==> src/hdl/ipck_pkg.sv <==
package ipck_pkg;

   localparam logic [1:0] MODE_HEADER    = 2'd0;
   localparam logic [1:0] MODE_TRANSPORT = 2'd1;
   localparam logic [1:0] MODE_PLAIN     = 2'd2;

   localparam logic [14:0] INDEX_MAX = 15'h7FFF;
   localparam logic [3:0]  IHL_MIN   = 4'd5;

   typedef struct packed {
      logic [15:0] word;
      logic        last;
      logic        odd_tail;
   } item_type;

   typedef struct packed {
      logic [15:0] checksum;
      logic        short_error;
   } result_type;

   // ones' complement add with end-around carry
   function automatic logic [15:0] oc_add(input logic [15:0] a, input logic [15:0] b);
      logic [16:0] s;
      logic [16:0] f;
      s = {1'b0, a} + {1'b0, b};
      f = {1'b0, s[15:0]} + {16'd0, s[16]};
      return f[15:0];
   endfunction

endpackage

==> src/hdl/ipck_accum.sv <==
module ipck_accum (
   input  logic                  clock,
   input  logic                  reset,
   input  logic                  step,
   input  ipck_pkg::item_type    item,
   input  logic [1:0]            mode,
   output ipck_pkg::result_type  result
);

   logic [15:0] sum_ff, sum_in;
   logic [15:0] pseudo_ff, pseudo_in;
   logic [14:0] index_ff, index_in;
   logic [3:0]  ihl_ff, ihl_in;
   logic [15:0] tot_ff, tot_in;

   logic [3:0]  ihl;
   logic [15:0] tlen;
   logic [3:0]  ihl_eff;
   logic [4:0]  ihl_words;
   logic [4:0]  hdr_words;
   logic [5:0]  hdr_bytes;
   logic [15:0] idx2;
   logic [15:0] count;
   logic [16:0] count2;
   logic [15:0] word_hi;
   logic [15:0] plen;
   logic [15:0] acc;
   logic [15:0] final_sum;
   logic        is_short;

   always_comb begin
      ihl       = (index_ff == 15'd0) ? item.word[11:8] : ihl_ff;
      tlen      = (index_ff == 15'd1) ? item.word : tot_ff;
      ihl_eff   = (ihl < ipck_pkg::IHL_MIN) ? ipck_pkg::IHL_MIN : ihl;
      ihl_words = {ihl, 1'b0};
      hdr_words = {ihl_eff, 1'b0};
      hdr_bytes = {ihl_eff, 2'b00};
      idx2      = {index_ff, 1'b0};
      count     = {1'b0, index_ff} + 16'd1;
      count2    = {count, 1'b0};
      word_hi   = {item.word[15:8], 8'h00};
      plen      = (tlen > {10'd0, hdr_bytes}) ? (tlen - {10'd0, hdr_bytes}) : 16'd0;

      sum_in    = sum_ff;
      pseudo_in = pseudo_ff;
      case (mode)
         ipck_pkg::MODE_HEADER: begin
            if (index_ff < {10'd0, ihl_words})
               sum_in = ipck_pkg::oc_add(sum_ff, item.word);
         end
         ipck_pkg::MODE_TRANSPORT: begin
            if (index_ff == 15'd4)
               pseudo_in = ipck_pkg::oc_add(pseudo_ff, {8'h00, item.word[7:0]});
            if (index_ff inside {[15'd6 : 15'd9]})
               pseudo_in = ipck_pkg::oc_add(pseudo_ff, item.word);
            if ((index_ff >= {10'd0, hdr_words}) && (idx2 < tlen))
               sum_in = ipck_pkg::oc_add(sum_ff,
                  ({index_ff, 1'b1} == tlen) ? word_hi : item.word);
         end
         default: begin
            sum_in = ipck_pkg::oc_add(sum_ff,
               (item.last && item.odd_tail) ? word_hi : item.word);
         end
      endcase

      acc       = ipck_pkg::oc_add(sum_in, pseudo_in);
      final_sum = sum_in;
      is_short  = 1'b0;
      case (mode)
         ipck_pkg::MODE_HEADER: begin
            is_short = count < {11'd0, ihl_words};
         end
         ipck_pkg::MODE_TRANSPORT: begin
            final_sum = ipck_pkg::oc_add(acc, plen);
            is_short  = (count < {11'd0, hdr_words}) || (count2 < {1'b0, tlen});
         end
         default: begin
            is_short = 1'b0;
         end
      endcase

      result.checksum    = ~final_sum;
      result.short_error = is_short;

      index_in = (index_ff != ipck_pkg::INDEX_MAX) ? index_ff + 15'd1 : index_ff;
      ihl_in   = ihl;
      tot_in   = tlen;
   end

   always_ff @(posedge clock) begin
      if (reset) begin
         sum_ff    <= 16'd0;
         pseudo_ff <= 16'd0;
         index_ff  <= 15'd0;
         ihl_ff    <= 4'd0;
         tot_ff    <= 16'd0;
      end else if (step) begin
         if (item.last) begin
            sum_ff    <= 16'd0;
            pseudo_ff <= 16'd0;
            index_ff  <= 15'd0;
            ihl_ff    <= 4'd0;
            tot_ff    <= 16'd0;
         end else begin
            sum_ff    <= sum_in;
            pseudo_ff <= pseudo_in;
            index_ff  <= index_in;
            ihl_ff    <= ihl_in;
            tot_ff    <= tot_in;
         end
      end
   end

   a_index_clear: assert property (@(posedge clock) disable iff (reset)
      step && item.last |=> index_ff == 15'd0)
      else $error("word index not cleared after final word");

   a_index_step: assert property (@(posedge clock) disable iff (reset)
      step && !item.last && (index_ff != ipck_pkg::INDEX_MAX)
      |=> index_ff == $past(index_ff) + 15'd1)
      else $error("word index did not advance");

   a_sums_clear: assert property (@(posedge clock) disable iff (reset)
      step && item.last |=> sum_ff == 16'd0 && pseudo_ff == 16'd0 && ihl_ff == 4'd0)
      else $error("packet state not cleared after final word");

endmodule

==> src/hdl/ipv4_packet_checksum_unit.sv <==
// channel  direction  handshake            payload
// req      in         req_valid/req_ready  req_word, req_last, req_odd_tail
// rsp      out        rsp_valid/rsp_ready  rsp_checksum, rsp_short_error
// csr      in         csr_we               csr_wdata (mode)
//
// one word per cycle while no held result stalls a final word
// input register feeds one accumulate stage, result register holds the checksum
// synchronous active-high reset clears valids, mode and packet state
// a held result stalls only a final word; other words keep flowing
module ipv4_packet_checksum_unit (
   input  logic        clock,
   input  logic        reset,
   input  logic        req_valid,
   output logic        req_ready,
   input  logic [15:0] req_word,
   input  logic        req_last,
   input  logic        req_odd_tail,
   output logic        rsp_valid,
   input  logic        rsp_ready,
   output logic [15:0] rsp_checksum,
   output logic        rsp_short_error,
   input  logic        csr_we,
   input  logic [1:0]  csr_wdata
);

   logic                 in_valid_ff, in_valid_in;
   ipck_pkg::item_type   in_item_ff;
   logic                 out_valid_ff, out_valid_in;
   ipck_pkg::result_type out_result_ff;
   logic [1:0]           mode_ff;
   ipck_pkg::result_type result;
   logic                 advance;

   assign advance     = in_valid_ff && (!in_item_ff.last || !out_valid_ff || rsp_ready);
   assign req_ready   = !in_valid_ff || advance;
   assign in_valid_in = req_valid || (in_valid_ff && !advance);
   assign out_valid_in = (advance && in_item_ff.last) || (out_valid_ff && !rsp_ready);

   always_ff @(posedge clock) begin
      if (reset) begin
         mode_ff <= ipck_pkg::MODE_HEADER;
      end else if (csr_we) begin
         mode_ff <= csr_wdata;
      end
   end

   always_ff @(posedge clock) begin
      if (reset) begin
         in_valid_ff  <= 1'b0;
         out_valid_ff <= 1'b0;
      end else begin
         in_valid_ff  <= in_valid_in;
         out_valid_ff <= out_valid_in;
      end
   end

   always_ff @(posedge clock) begin
      if (req_valid && req_ready) begin
         in_item_ff.word     <= req_word;
         in_item_ff.last     <= req_last;
         in_item_ff.odd_tail <= req_odd_tail;
      end
      if (advance && in_item_ff.last) begin
         out_result_ff <= result;
      end
   end

   ipck_accum u_accum (
      .clock  (clock),
      .reset  (reset),
      .step   (advance),
      .item   (in_item_ff),
      .mode   (mode_ff),
      .result (result)
   );

   assign rsp_valid       = out_valid_ff;
   assign rsp_checksum    = out_result_ff.checksum;
   assign rsp_short_error = out_result_ff.short_error;

   a_no_overwrite: assert property (@(posedge clock) disable iff (reset)
      in_valid_ff && in_item_ff.last && out_valid_ff && !rsp_ready |-> !advance && !req_ready)
      else $error("final word would overwrite a pending result");

   a_result_source: assert property (@(posedge clock) disable iff (reset)
      !out_valid_ff ##1 out_valid_ff |-> $past(advance && in_item_ff.last))
      else $error("result without a final word");

   a_word_kept: assert property (@(posedge clock) disable iff (reset)
      in_valid_ff && !advance |=> in_valid_ff && $stable(in_item_ff))
      else $error("stalled input word lost");

endmodule
==> config.mk <==
export PLATFORM = sky130hd
export DESIGN_NAME = ipv4_packet_checksum_unit
export DESIGN_NICKNAME = d
export VERILOG_FILES = /design/src/hdl/ipck_pkg.sv /design/src/hdl/ipck_accum.sv /design/src/hdl/ipv4_packet_checksum_unit.sv
export SDC_FILE = /design/constraint.sdc
export NUM_CORES = 1
export LEC_CHECK = 0
export BUFFER_PORTS_ARGS = -buffer_cell sky130_fd_sc_hd__buf_2
export CAP_MARGIN = 30
export CORE_UTILIZATION = 60
export CTS_CLUSTER_SIZE = 20
export DETAILED_ROUTE_END_ITERATION = 6
export HOLD_SLACK_MARGIN = 0.12
export MAX_ROUTING_LAYER = met4
export PLACE_DENSITY = 0.83
export SLEW_MARGIN = 25
export SYNTH_ARGS = -nofsm -noshare
export SYNTH_HDL_FRONTEND = slang
export SYNTH_SLANG_ARGS = --single-unit
==> constraint.sdc <==
create_clock -name clock -period 15.2 [get_ports clock]
set_clock_uncertainty 0.2 [all_clocks]
set_input_delay 2.28 -clock clock [delete_from_list [all_inputs] [get_ports clock]]
set_output_delay 2.28 -clock clock [all_outputs]
set_load 0.1 [all_outputs]
==> results.toml, run 1 <==
[route]
first_pass_iters = 6
vias_per_cell = 6.67
routed-wl-met2_mm = 18.1
top_layer = "met4"
wl_mm = 42.0
ant_nets = 0
wl_per_cell_um = 21.5
first_iter_violations = 1236
vias = 13100
dr_wl_met3_mm = 3.71
wl_met1_mm = 17.6
drcViolationCount = 0

[critical_path]
crit_slowest_cell = "and3_1"
critPathMaxStageDelay_ps = 810
crit_top_cell = "ha_1"
cp.required_ps = 15130
endpoint_kind = "register"
critPathArrivalTime_ps = 13450
cp_max_fo = 18
r2r_setup_slack_ps = 1690
crit_type = "reg -> reg"
startpoint_type = "register"

[flow_run]
drv_cap = 0

[sta]
grt_setup_unrepaired = "false"
worst_pin_slew_ps = 884
slew-limit-headroom_pct = 41.1
fin_crit_ps = 13510
fin_crit_sh_pct = 88.9
hold_viol = 0
slew_violations = 0
max_freq_ghz = 0.0740
setup_viol = 0
tns_ps = 0

[synthesis]
synth_seq_cells = 106
yosysTopAreaCell = "ha_1"
synth_seq_area_share_pct = 18.9
yosys-top-cells-area = "ha_1 (14%), dfxtp_1 (11%), edfxtp_1 (8.0%)"
synth_top_area_share_pct = 13.6
syn_avg_cell_area_um2 = 7.82
synth_common_cells = "nor2_1 (175), ha_1 (142), nand2_1 (133)"
synth_warnings = 0
synth_edf_count = 35
synthArstFlopShare_pct = 0
synthFlopType = "dfxtp_1"
synth_most_common_cell = "nor2_1"
synth_fp_nets = 1849
synth_cells = 1675
yosys.cell_types.count = 91
synth_area_um2 = 13100

[cts]
cts.path.max_buffers = 2
cts_resized = 0
cts.root.buffer_cell = "clkbuf_16"
cts_tree = "done"
insertion_delay_ps = 380
htree_levels = 3
clock_sinks = 106
cts_buffers = 9
clk_pin_slew_ps = 90
holdBufCountCts = 0
cts_setup_buffers = 0

[power_and_ir_drop]
power.density_nw_per_um2 = 77.1
p_clk_share_pct = 24.1
cellLeakagePower_uw = 0.00597
ir_worst_vdd_v = 0.0000576
combPwrFrac_pct = 46.1
swShare_pct = 42.3
p_int_uw = 617
p_sw_uw = 452
p_seq_share_pct = 29.9

[placed_design]
place_area_um2 = 13500
place.gp.congestion = 1.03
dp_cells = 1938
port_buffers = 43
dpl.hpwl_mm = 32.9

[global_routing]
antenna_found_initial = 1
grt_pass1_vias = 12200
grt-ovfl-total = 0
grt_max_degree = 54
grtUsageTotal_pct = 39.2
grt_pass1_wl_mm = 66.0

[cells_and_area]
design_area_um2 = 13900
multi_input_area_um2 = 10200
diodes = 0
nets = 1851
area_growth_pct = 5.77
drive_gt1_share_pct = 7.25
seqCellArea_um2 = 2470
fillCellCount = 1862
stdcell_count = 1957
final_util_pct = 65.3

[floorplanning]
die_area_um2 = 22400
ios = 44
fp.dieH_um = 150
core.rowCount = 53
core_area_um2 = 21200
start_util_pct = 61.8
fp.dieW_um = 150

[min_path]
min_path_type = "reg -> reg"

[status]
status = "complete, no violations"
-- cells by family (layout without fill, tap and decap cells) --
logic type	Yosys count	in the layout	share of synthesized area, %
DFF	106	106	18.9
xor gates and xnor gates	175	175	11.9
muxes	40	40	3.12
and+or+nand+nor	598	598	22.9
buffers and inverters	112	119	3.33
adders and majority gates	149	149	14.6
AOI/OAI and AO/OA	495	495	25.2
-- cells in the final DEF (no fill, tap or decap), drive strengths merged, types with 11 or more instances in the layout --
master,count
edfxtp,35
inv,48
xor2,66
xnor2,107
o31ai,11
a22o,14
nor4,17
a22oi,29
a21o,51
or2,14
ha,142
o21ai,108
nand4,21
dfxtp,71
a21oi,119
nand3,55
clkbuf,11
nor2,175
a211oi,27
mux2i,33
a31oi,14
nand2,133
o21bai,13
nor2b,19
and2,35
and3,28
o21a,24
nor3,38
buf,58
-- power by group through the flow --
stage / Sequential (µW) / Clock, µW / Combinational [µW]
2_1_floorplan: 335 / 0 / 350
3_3_place_gp: 325 / 0 / 470
3_5_place_dp: 325 / 0 / 477
4_1_cts: 319 / 258 / 481
5_1_grt: 319 / 266 / 534
6_report: 319 / 257 / 492
-- path summary, 6_finish.rpt --
path                         from                 to  cells after the start
max          u_accum.index_ff[14]   rsp_checksum[15]                     55
min             u_accum.ihl_ff[0]  u_accum.ihl_ff[0]                      2
max reg2reg  u_accum.index_ff[14]   rsp_checksum[15]                     55
min reg2reg     u_accum.ihl_ff[0]  u_accum.ihl_ff[0]                      2
-- routing by layer --
layer,up-vias,track usage [%]
met5,-,-
met4,0,21.9
met3,122,5.76
met2,609,59.1
met1,6124,50.0
li1,6201,-
-- stage by stage --
| step | setup WS (ps) | power [µW] | hold slack, ps |
|---|---|---|---|
| 6_report | 1690 | 1070 | 283 |
| 5_1_grt | 599 | 1120 | 301 |
| 4_1_cts | 1870 | 1060 | 285 |
| 3_5_place_dp | 1930 | 802 | 268 |
| 3_3_place_gp | 2440 | 794 | 259 |
| 2_1_floorplan | 3720 | 685 | 249 |
-- area by class of cell --
cell class | count | share of cell area (%)
flip-flops and latches | 106 | 17.8
multi-input cells | 1457 | 73.8
clock inverters | 6 | 0.524
well taps | 275 | 2.48
repair buffers | 59 | 2.40
clock buffers | 10 | 1.81
inverters | 44 | 1.19
-- state kept, by name (all words and copies together), names as in the netlist --
| name | flops |
|---|---|
| in_item_ff | 18 |
| rsp_checksum | 16 |
| u_accum.pseudo_ff | 16 |
| u_accum.sum_ff | 16 |
| u_accum.tot_ff | 16 |
| u_accum.index_ff | 15 |
| u_accum.ihl_ff | 4 |
| mode_ff | 2 |
| in_valid_ff | 1 |
| rsp_short_error | 1 |
| rsp_valid | 1 |
-- critical path, delay by kind of cell, from the launching register on --
kind	cells	cell delay, ps
and+or+nand+nor	24	5470
AOI/OAI and AO/OA	16	3440
adders and majority gates	10	2740
muxes	2	690
DFF	1	400
xor gates and xnor gates	2	260
buffers and inverters	1	60
(Power assumes the default switching activity.)
==> run 2: changes to the inputs <==
--- a/config.mk
+++ b/config.mk
@@ -13,6 +13,7 @@
 export HOLD_SLACK_MARGIN = 0.12
 export MAX_ROUTING_LAYER = met4
 export PLACE_DENSITY = 0.83
+export REMOVE_ABC_BUFFERS = 1
 export SLEW_MARGIN = 25
 export SYNTH_ARGS = -nofsm -noshare
 export SYNTH_HDL_FRONTEND = slang
==> results.toml, run 2 (synthesis gave the netlist of run 1 again) <==
[floorplanning]
ios = 44
start_util_pct = 61.8
core_area_um2 = 21200
fp.dieW_um = 150
fp.dieH_um = 150
die_area_um2 = 22400
core.rowCount = 53

[status]
status = "complete, no violations"

[placed_design]
place_area_um2 = 13500
place.gp.congestion = 1.01
dp_cells = 1939
dpl.hpwl_mm = 33.2
port_buffers = 43

[sta]
slew_violations = 0
worst_pin_slew_ps = 894
setup_viol = 0
hold_viol = 0
tns_ps = 0
fin_crit_ps = 13530
slew-limit-headroom_pct = 40.4
holdWs_ps = 290
max_freq_ghz = 0.0739
grt_setup_unrepaired = "false"
fin_crit_sh_pct = 89.0

[cells_and_area]
fillCellCount = 1902
drive_gt1_share_pct = 7.25
nets = 1852
final_cell_mix = "nor2_1 (173), ha_1 (142), nand2_1 (133), a21oi_1 (116), xnor2_1 (107)"
stdcell_count = 1958
largest_reg_flops = 18
area_growth_pct = 5.57
diodes = 0
final_common_cell = "nor2_1"
top_register = "in_item_ff"
design_area_um2 = 13800

[cts]
insertion_delay_ps = 370
cts_setup_buffers = 0
cts_tree = "done"
htree_levels = 3
cts.path.max_buffers = 2
cts_buffers = 9
clock_sinks = 106
holdBufCountCts = 0
cts.root.buffer_cell = "clkbuf_16"
clk_pin_slew_ps = 90
cts_resized = 0

[critical_path]
crit_slowest_cell = "and3_1"
critPathMaxStageDelay_ps = 810
cp_max_fo = 18
cp.required_ps = 15130
startpoint_type = "register"
endpoint_kind = "register"
critPathArrivalTime_ps = 13460
crit_top_cell = "ha_1"
crit_type = "reg -> reg"

[route]
first_iter_violations = 1145
vias_per_cell = 6.68
first_pass_iters = 5
vias = 13100
ant_nets = 0
wl_mm = 41.8
drcViolationCount = 0
wl_per_cell_um = 21.4

[min_path]
min_path_type = "reg -> reg"

[global_routing]
grt_pass1_wl_mm = 65.2
grt_pass1_vias = 12300
grt_max_degree = 54
grtUsageTotal_pct = 38.8
antenna_found_initial = 0
grt-ovfl-total = 0

[flow_run]
drv_cap = 0

[power_and_ir_drop]
cellLeakagePower_uw = 0.00596
total_power_uw = 1060
power.density_nw_per_um2 = 76.4
ir_worst_vdd_v = 0.0000592
-- run 2: cell types whose count changed in the layout (fill, tap and decap cells not counted) --
cell,before,now
buf_4,15,16
clkbuf_1,0,1
clkbuf_16,10,9
clkbuf_2,1,0
clkinv_2,0,1
clkinv_8,2,1
inv_6,2,3
nor2_2,1,2
nor2_4,1,0
-- run 2: worst max-delay path, delay by kind of cell (launching register included) --
family          cells  cell delay [ps]
xor+xnor            2              180
mux                 2              870
buf+inv             1               60
flops               1              380
simple gates       20             5090
compound gates     18             3680
fa+ha+maj          10             2820
-- run 2: final timing paths --
kind	slack, ps	to	cells past startpoint	from
worst max-delay path	1670	rsp_checksum[15]	53	u_accum.index_ff[14]
worst min-delay path	290	u_accum.ihl_ff[0]	2	u_accum.ihl_ff[0]
worst max register to register	1670	rsp_checksum[15]	53	u_accum.index_ff[14]
worst min register to register	290	u_accum.ihl_ff[0]	2	u_accum.ihl_ff[0]
-- run 2: layout make-up --
type | count | area (µm²) | area share (%)
clock inverter | 7 | 70.1 | 0.506
timing repair buffer | 60 | 339 | 2.45
sequential | 106 | 2470 | 17.9
clock buffer | 9 | 225 | 1.63
multi-input combinational | 1457 | 10200 | 73.9
inverter | 44 | 165 | 1.19
tap | 275 | 344 | 2.49
-- run 2: stage by stage --
stage	utilization [%]	setup WS, ps
floorplan	-	3570
global placement	63.6	2190
detailed placement	63.7	1830
CTS	65.1	1780
global route	65.2	634
finish	65.2	1670
-- run 2: power by group --
| part | internal (µW) | switching (µW) |
|---|---|---|
| Combinational | 185 | 308 |
| Sequential | 304 | 14.3 |
| Clock | 117 | 129 |
| Total | 606 | 451 |
-- run 2: routing by layer --
| metal | track usage [%] | up-vias | part of all wire [%] |
|---|---|---|---|
| li1 | - | 6202 | - |
| met1 | 46.0 | 6154 | 41 |
| met2 | 61.9 | 549 | 45 |
| met3 | 4.76 | 176 | 6.7 |
| met4 | 25.3 | 0 | 7.0 |
| met5 | - | - | 0 |
